## src/hdl/dcc_pkg.sv

```systemverilog
// ----------------------------------------------------------------------------
// dcc_pkg: shared constants for the disciplined clock corrector
// Field widths, opcodes, register indexes, register reset values and the
// default values of the top level parameters.
// ----------------------------------------------------------------------------
package dcc_pkg;

   // default parameter values
   localparam int FREQ_FRAC_BITS_DEF  = 30;
   localparam int PHASE_FRAC_BITS_DEF = 16;
   localparam int TIME_BITS_DEF       = 32;
   localparam int DIV_STEPS_DEF       = 2;    // quotient bits resolved per cycle

   // field and datapath widths
   localparam int FIELD_W     = 32;
   localparam int OPCODE_W    = 3;
   localparam int REG_W       = 31;
   localparam int REG_COUNT   = 6;
   localparam int REG_INDEX_W = 3;
   localparam int RATE_W      = 32;
   localparam int ACC_W       = 64;
   localparam int MUL_A_W     = 33;
   localparam int MUL_B_W     = 32;
   localparam int PROD_W      = 64;

   // opcodes
   localparam logic [OPCODE_W-1:0] OP_INIT    = 3'd0;
   localparam logic [OPCODE_W-1:0] OP_READ    = 3'd1;
   localparam logic [OPCODE_W-1:0] OP_UNTIL   = 3'd2;
   localparam logic [OPCODE_W-1:0] OP_PHASE   = 3'd3;
   localparam logic [OPCODE_W-1:0] OP_CORRECT = 3'd4;

   // register indexes
   localparam logic [REG_INDEX_W-1:0] REG_FW_START  = 3'd0;
   localparam logic [REG_INDEX_W-1:0] REG_FW_STEP   = 3'd1;
   localparam logic [REG_INDEX_W-1:0] REG_FW_TARGET = 3'd2;
   localparam logic [REG_INDEX_W-1:0] REG_PW_START  = 3'd3;
   localparam logic [REG_INDEX_W-1:0] REG_PW_STEP   = 3'd4;
   localparam logic [REG_INDEX_W-1:0] REG_PW_TARGET = 3'd5;

   // register reset values
   localparam logic [REG_W-1:0] FW_START_RST  = 31'd536870912;
   localparam logic [REG_W-1:0] FW_STEP_RST   = 31'd5368709;
   localparam logic [REG_W-1:0] FW_TARGET_RST = 31'd10737418;
   localparam logic [REG_W-1:0] PW_START_RST  = 31'd32768;
   localparam logic [REG_W-1:0] PW_STEP_RST   = 31'd327;
   localparam logic [REG_W-1:0] PW_TARGET_RST = 31'd655;

endpackage

```

## src/hdl/dcc_div.sv

```systemverilog
// ----------------------------------------------------------------------------
// dcc_div: iterative unsigned divider
// Restoring division, STEPS quotient bits per cycle. Quotient is valid once
// busy drops after a start pulse.
// ----------------------------------------------------------------------------
module dcc_div #(
   parameter int DIVIDEND_W = dcc_pkg::ACC_W,
   parameter int DIVISOR_W  = dcc_pkg::TIME_BITS_DEF,
   parameter int STEPS      = dcc_pkg::DIV_STEPS_DEF
) (
   input  logic                  clock,
   input  logic                  reset,
   input  logic                  start,
   input  logic [DIVIDEND_W-1:0] dividend,
   input  logic [DIVISOR_W-1:0]  divisor,
   output logic                  busy,
   output logic [DIVIDEND_W-1:0] quotient
);

   localparam int CYCLES = DIVIDEND_W / STEPS;
   localparam int CNT_W  = $clog2(CYCLES + 1);

   logic                  busy_ff, busy_in;
   logic [CNT_W-1:0]      count_ff, count_in;
   logic [DIVIDEND_W-1:0] num_ff, num_in;
   logic [DIVISOR_W-1:0]  rem_ff, rem_in;
   logic [DIVISOR_W-1:0]  den_ff, den_in;
   logic [DIVIDEND_W-1:0] num_step;
   logic [DIVISOR_W-1:0]  rem_step;

   // shift-subtract steps; the quotient shifts into the dividend register
   always_comb begin
      logic [DIVISOR_W:0] rem_sh;
      num_step = num_ff;
      rem_step = rem_ff;
      for (int i = 0; i < STEPS; i++) begin
         rem_sh   = {rem_step, num_step[DIVIDEND_W-1]};
         num_step = {num_step[DIVIDEND_W-2:0], 1'b0};
         if (rem_sh >= {1'b0, den_ff}) begin
            rem_sh      = rem_sh - {1'b0, den_ff};
            num_step[0] = 1'b1;
         end
         rem_step = rem_sh[DIVISOR_W-1:0];
      end
   end

   always_comb begin
      busy_in  = busy_ff;
      count_in = count_ff;
      num_in   = num_ff;
      rem_in   = rem_ff;
      den_in   = den_ff;
      if (start) begin
         busy_in  = 1'b1;
         count_in = CNT_W'(CYCLES - 1);
         num_in   = dividend;
         rem_in   = '0;
         den_in   = divisor;
      end else if (busy_ff) begin
         num_in = num_step;
         rem_in = rem_step;
         if (count_ff == '0) begin
            busy_in = 1'b0;
         end else begin
            count_in = count_ff - 1'b1;
         end
      end
   end

   always_ff @(posedge clock) begin
      if (reset) begin
         busy_ff  <= 1'b0;
         count_ff <= '0;
      end else begin
         busy_ff  <= busy_in;
         count_ff <= count_in;
      end
      num_ff <= num_in;
      rem_ff <= rem_in;
      den_ff <= den_in;
   end

   assign busy     = busy_ff;
   assign quotient = num_ff;

endmodule
```

## config.mk

```make
export PLATFORM = sky130hd
export DESIGN_NAME = dcc_div
export DESIGN_NICKNAME = d
export VERILOG_FILES = /design/src/hdl/dcc_pkg.sv /design/src/hdl/dcc_div.sv
export SDC_FILE = /design/constraint.sdc
export NUM_CORES = 1
export LEC_CHECK = 0
export BUFFER_PORTS_ARGS = -buffer_cell sky130_fd_sc_hd__buf_2
export CAP_MARGIN = 15
export CORE_MARGIN = 2
export CORE_UTILIZATION = 25
export CTS_BUF_LIST = sky130_fd_sc_hd__clkbuf_8
export CTS_CLUSTER_SIZE = 40
export DETAILED_ROUTE_END_ITERATION = 12
export PLACE_DENSITY = 0.54
export SLEW_MARGIN = 20
export SYNTH_ARGS = -nofsm -noshare
export SYNTH_HDL_FRONTEND = slang
export SYNTH_SLANG_ARGS = --single-unit
```

## constraint.sdc

```tcl
create_clock -name clock -period 16 [get_ports clock]
set_input_delay 2.4 -clock clock [delete_from_list [all_inputs] [get_ports clock]]
set_output_delay 2.4 -clock clock [all_outputs]
set_load 0.02 [all_outputs]
```

* Word-level counts from Yosys, hierarchy flattened
Cells that the tools add are included.
Storage, ports and cells: logic and storage cells 30, register bits 135
Cells by class: reduce and logical (&&, ||, !) cells 5, bitwise logic cells 1, add/subtract/negate cells 3, mux-type cells 12, equality and inequality tests 1, magnitude comparators 2
Operators by type and width (count):
- 2-to-1 mux 64 bit | 2
- >= comparator 33 x 32 -> 1 bit | 2
- 2-to-1 mux 32 bit | 2
- subtractor 32 bit | 2
- 2-to-1 mux 5 bit | 3
- zero test 6 bit | 1
- subtractor 6 x 1 -> 6 bit, second input constant | 1
- 2-to-1 mux 1 bit | 5
- AND reduction 2 bit | 2
- inequality test 2 bit, second input constant | 1
- nonzero test 2 bit | 1
- OR reduction 2 bit | 1
- NOT 1 bit | 1

* Depth between registers and ports, before layout
depth after elaboration 6, depth in mapped cells 25

* Worst setup path after synthesis
Ideal clock, no wire load.
path kind register to register, from register num_ff[63] (netlist: quotient[63]), to register num_ff[0] (netlist: quotient[0]), data pin, data arrival time 5085 ps, clock period less this slack 5345 ps, slack 10655 ps, cell stages (with the launch flop) 22, data required time 15740 ps, cell sequence edfxtp_1 inv_1 ha_1 inv_1 fa_1 a21o_1 a221o_1 o311a_1 o21a_1 o41a_1 xor2_1 mux2_2 ha_1 o21ai_0 a22oi_1 nand3_1 a311oi_2 o21a_1 o41ai_1 nand3_2 buf_2 mux2_2
On the way: word-level cells in the longest chain between the ends 6, elaborated cells between the ends (all ways) 7
Ends and longest elaborated chain:
- from (decl) | line dcc_div.sv:25 | logic [DIVIDEND_W-1:0] num_ff, num_in;
- from (signal assigned) | line dcc_div.sv:78 | num_ff <= num_in;
- subtractor 32 bit / >= comparator 33 x 32 -> 1 bit (equally long branches) | line dcc_div.sv:40, dcc_div.sv:39
- 2-to-1 mux 32 bit * | line dcc_div.sv:39 | if (rem_sh >= {1'b0, den_ff}) begin
- >= comparator 33 x 32 -> 1 bit * | line dcc_div.sv:39
- 2-to-1 mux 1 bit * | line dcc_div.sv:39
- 2-to-1 mux 64 bit * | line dcc_div.sv:59 | end else if (busy_ff) begin
- 2-to-1 mux 64 bit * | line dcc_div.sv:53 | if (start) begin
- via num_in[0] | line dcc_div.sv:25
Mark *: on every way through the listed nets, which the timed path passes. The rest lies on a longest branch. The select of a mux whose other input is x is not followed. A chain may end at the register's enable or synchronous reset.

* Worst setup path after layout
from register den_ff[12], to register num_ff[0] (netlist: quotient[0]), data pin
On the way: word-level cells in the longest chain between the ends 6, elaborated cells between the ends (all ways) 7
Ends and longest elaborated chain:
- from (decl) | line dcc_div.sv:27 | logic [DIVISOR_W-1:0] den_ff, den_in;
- from (signal assigned) | line dcc_div.sv:80 | den_ff <= den_in;
- subtractor 32 bit / >= comparator 33 x 32 -> 1 bit (equally long branches) | line dcc_div.sv:40, dcc_div.sv:39
- 2-to-1 mux 32 bit | line dcc_div.sv:39
- >= comparator 33 x 32 -> 1 bit * | line dcc_div.sv:39
- 2-to-1 mux 1 bit * | line dcc_div.sv:39
- 2-to-1 mux 64 bit * | line dcc_div.sv:59
- 2-to-1 mux 64 bit * | line dcc_div.sv:53
- via num_in[0] | line dcc_div.sv:25
Marks and branches as above.

==> results by stage <==
Logic synthesis:
- The count of flip-flops with a built-in enable after synthesis is 96.
- Synthesis produced a netlist with a net count of 1069.
- After synthesis the cells add up to about 0.009 sq mm.
- The flip-flop and latch count after synthesis is 135.
- Of all flip-flops after synthesis, the portion carrying an async set or reset was 0.
- The Yosys step of the flow raised 0 warnings.
- The synthesized instance count is 903.
- For this run, the register share of the synthesized area comes to 0.396.
- A synthesized cell averages 10.2 sq um.
- The distinct cell type count after synthesis is 73.
- For this run, the leading register cell type out of synthesis is sky130_fd_sc_hd__edfxtp_1.

Placement:
- The detailed placement HPWL is 21000 um.
- The congestion estimate from routability-driven global placement came to 0.859.
- The number of I/O port buffers is 163.

Critical path:
- The maximum net fanout on the critical path is 26.
- STA classifies the critical path startpoint as a flop.
- The critical path startpoint is den_ff[12].
- The critical path is of the reg2reg type.
- Data on the critical path is required at its endpoint by 16.23 ns.
- The critical path endpoint category is a flop.
- The startpoint identified for the worst register-to-register timing path is den_ff[12].
- At the worst endpoint, the arrival time is 7.13 ns.

Run:
- The number of max-cap violations is 0.

Die:
- The horizontal die dimension is between 150 and 200 um.
- The floorplan step defined a die boundary enclosing between 0.03 and 0.04 sq mm.
- In this run the standard cell core region covers around 0.037 sq mm.
- The height of the die is 196 um.
- The initialized floorplan defines 70 standard-cell rows.
- 164 I/O pins were placed.
- The initial utilization of the core area, before any placement, comes to 0.253.

STA:
- The total negative slack is 0 ns.
- Setup repair after global routing left no endpoint under its margin.
- The clock period could shrink to 6.91 ns.
- Across the routed clock network, the largest skew measured is about 0.021 ns.
- The total of endpoints with negative setup slack in the final report is 0.
- The transition at the pin with the smallest max-transition slack is roughly 1.0 ns.
- Measured against its own limit, the worst slew margin works out to 0.314.
- Dividing the final minimum period by the clock period gives 0.432.
- The total count of hold-check failures in the final report is 0.
- For this run, the top clock speed supported by timing is 0.145 GHz.
- The count of pins over their slew limit is 0.

CTS:
- The clock slew seen by the registers of the worst setup and hold paths is 0.08 ns.
- The tree is rooted in a sky130_fd_sc_hd__clkbuf_8.
- For this design, the sink count on the clock tree is around 140.
- TritonCTS built the clock tree.
- The worst-case clock buffer depth is 2.
- At the later pin of the worst-skew pair, clock insertion delay measures 0.49 ns.
- The number of buffers created by CTS is 17.
- In this run the number of H-tree levels came out at 4.
- The number of instances resized during post-cts repair is 0.
- The hold buffer count at CTS is 0.
- After clock tree synthesis, the setup repair step added 0 buffers.

Cells and area:
- The layout-stage area growth over the synthesis result is 17.8%.
- The count of inserted antenna diode cells is 0.
- The most common cell after layout, fill and taps aside is sky130_fd_sc_hd__buf_2.
- The filler cell count is ~3800.
- The top cell types in the final layout, fill and taps aside, are sky130_fd_sc_hd__buf_2, sky130_fd_sc_hd__edfxtp_1, sky130_fd_sc_hd__mux2_2.
- For this run, the post-layout net count is 1217.
- In the final layout, the share of cells above drive strength 1 is 0.289.

Detailed routing:
- For this block, the initial DRC count from the detailed router was 424.
- The length of the first detailed-routing pass in iterations is 5.
- After detailed routing, the total wire length is 28100 um.
- The via-per-instance ratio is 5.02.
- The average wire per standard cell is 18.4 um.
- The overall via count from detail_route is between 7000 and 8000.
- For this run, design rule violations remaining after detail routing come to 0.
- The post-route antenna net violation count is 0.

Global route:
- For this run, global-route usage on met1 was measured as 0.186.
- The global routing met2 resource utilization is 0.243.
- The first global-routing pass estimated 44300 um of wire.
- The final global-route overflow total is 0.
- The layer with the highest usage after global routing is met2.
- Across every metal layer, demand over resource in global routing totals 0.148.
- The largest net degree at the start of global routing is 65.
- The initial antenna violation count is 5.
- The met3 demand-to-capacity share in global routing is 0.0509.
- The via count of the first global-routing pass is 7800.

Power and ir drop:
- The peak supply drop is 0.0945 mV.
- The leakage power total is 4.64 nW.
- Power spread over the standard cell area amounts to 183 mW/mm^2.
- The design draws 1.99 mW.

Min path:
- In this run the most critical hold path is launched from rem_ff[1].
- The path type of the worst min-delay path is reg2reg.

Run status:
- The flow ran to the end, and the final reports show no timing, DRC or antenna violations.
-- worst paths after layout --
kind,depth (start not counted),slack (ns),end
worst min register to register,2,0.51,rem_ff[1]
worst min-delay path,2,0.51,rem_ff[1]
worst max register to register,17,9.09,quotient[0]
worst max-delay path,17,9.09,quotient[0]
-- flip-flops by register name, indices dropped and copies added (netlist names) --
name      flops
rem_ff       32
count_ff      6
busy          1
den_ff       32
quotient     64
-- cell type report --
cell class | count | area [sq um] | share of cell area
well taps | 468 | 586 | 0.0538
clock buffers | 17 | 234 | 0.0215
repair buffers | 168 | 856 | 0.0786
inverters | 46 | 173 | 0.0159
clock inverters | 15 | 125 | 0.0115
flip-flops and latches | 135 | 3660 | 0.337
multi-input cells | 683 | 5250 | 0.482
-- critical path: stages (launching register included) --
cell and delay, ns:
sky130_fd_sc_hd__edfxtp_1 0.36, sky130_fd_sc_hd__inv_1 0.11, sky130_fd_sc_hd__ha_1 0.31, sky130_fd_sc_hd__and3_1 0.27, sky130_fd_sc_hd__and4_1 0.25, sky130_fd_sc_hd__a311oi_1 0.78
sky130_fd_sc_hd__nand2_1 0.56, sky130_fd_sc_hd__buf_4 0.41, sky130_fd_sc_hd__mux2_2 0.32, sky130_fd_sc_hd__ha_1 0.21, sky130_fd_sc_hd__a211oi_1 0.29, sky130_fd_sc_hd__nor2_1 0.12
sky130_fd_sc_hd__nor2_1 0.19, sky130_fd_sc_hd__a311oi_2 0.18, sky130_fd_sc_hd__o21a_1 0.25, sky130_fd_sc_hd__o41ai_1 0.53, sky130_fd_sc_hd__nand3_2 0.89, sky130_fd_sc_hd__mux2_2 0.63
-- kinds of logic (layout without fill, tap and decap cells) --
kind of cell | count (synthesis) | after routing | synth area share
AO/OA/AOI/OAI | 234 | 234 | 0.174
AND/OR/NAND/NOR | 214 | 214 | 0.114
XOR/XNOR | 56 | 56 | 0.0531
buffers and inverters | 85 | 246 | 0.0371
flip-flops | 135 | 135 | 0.396
multiplexers | 112 | 112 | 0.133
adder cells (fa/ha/maj) | 67 | 67 | 0.0923
-- through the flow --
stage               utilization  hold slack, ns  worst slack (ns)  instance area (sq um)  instances
global placement          0.288           0.493              9.32                  10500       1500
floorplan                     -           0.470             10.65                   9240        903
detailed placement        0.288           0.498              9.08                  10500       1500
global route              0.298           0.530              8.52                  10900       1532
finish                    0.298           0.513              9.09                  10900       1532
CTS                       0.298           0.512              9.00                  10900       1532
-- report_power, final --
group / switching (mW) / leakage (nW) / internal [mW]
clock: 0.155 / 0.182 / 0.123
combinational: 0.723 / 3.18 / 0.516
sequential: 0.0401 / 1.28 / 0.433
total: 0.918 / 4.64 / 1.07
-- layer usage --
metal,vias up,share of wire
met4,8,0.013
met2,283,0.46
met1,3658,0.45
li1,3709,-
met5,-,0.0017
met3,33,0.077
-- synthesized netlist by cell type, types with 4 or more instances --
master	number	share of area
sky130_fd_sc_hd__a21o_1	23	0.019
sky130_fd_sc_hd__o21a_1	10	0.0081
sky130_fd_sc_hd__clkbuf_1	30	0.012
sky130_fd_sc_hd__inv_1	46	0.019
sky130_fd_sc_hd__dfxtp_1	39	0.084
sky130_fd_sc_hd__o21ai_1	4	0.0022
sky130_fd_sc_hd__a31o_2	4	0.0038
sky130_fd_sc_hd__nor4_1	4	0.0027
sky130_fd_sc_hd__nor2_1	59	0.024
sky130_fd_sc_hd__a311oi_1	7	0.0066
sky130_fd_sc_hd__nor2b_1	5	0.0034
sky130_fd_sc_hd__or4_1	4	0.0032
sky130_fd_sc_hd__nand2b_1	7	0.0047
sky130_fd_sc_hd__o31ai_1	6	0.0049
sky130_fd_sc_hd__o22ai_1	5	0.0034
sky130_fd_sc_hd__nand2_1	59	0.024
sky130_fd_sc_hd__buf_2	7	0.0038
sky130_fd_sc_hd__and2_1	6	0.0041
sky130_fd_sc_hd__o41ai_1	4	0.0038
sky130_fd_sc_hd__and3_1	9	0.0061
sky130_fd_sc_hd__mux2i_1	25	0.027
sky130_fd_sc_hd__nor3_1	12	0.0065
sky130_fd_sc_hd__a21oi_1	58	0.031
sky130_fd_sc_hd__ha_1	65	0.088
sky130_fd_sc_hd__edfxtp_1	96	0.31
sky130_fd_sc_hd__o211ai_1	8	0.0065
sky130_fd_sc_hd__nand4_1	11	0.0074
sky130_fd_sc_hd__nand3_1	18	0.0097
sky130_fd_sc_hd__mux2_2	86	0.10
sky130_fd_sc_hd__a211oi_1	31	0.025
sky130_fd_sc_hd__o21ai_0	31	0.017
sky130_fd_sc_hd__xnor2_1	34	0.032
sky130_fd_sc_hd__a31oi_1	8	0.0054
sky130_fd_sc_hd__xor2_1	22	0.021
sky130_fd_sc_hd__or3_1	5	0.0034
No activity file was read; power rests on OpenSTA's default activity.
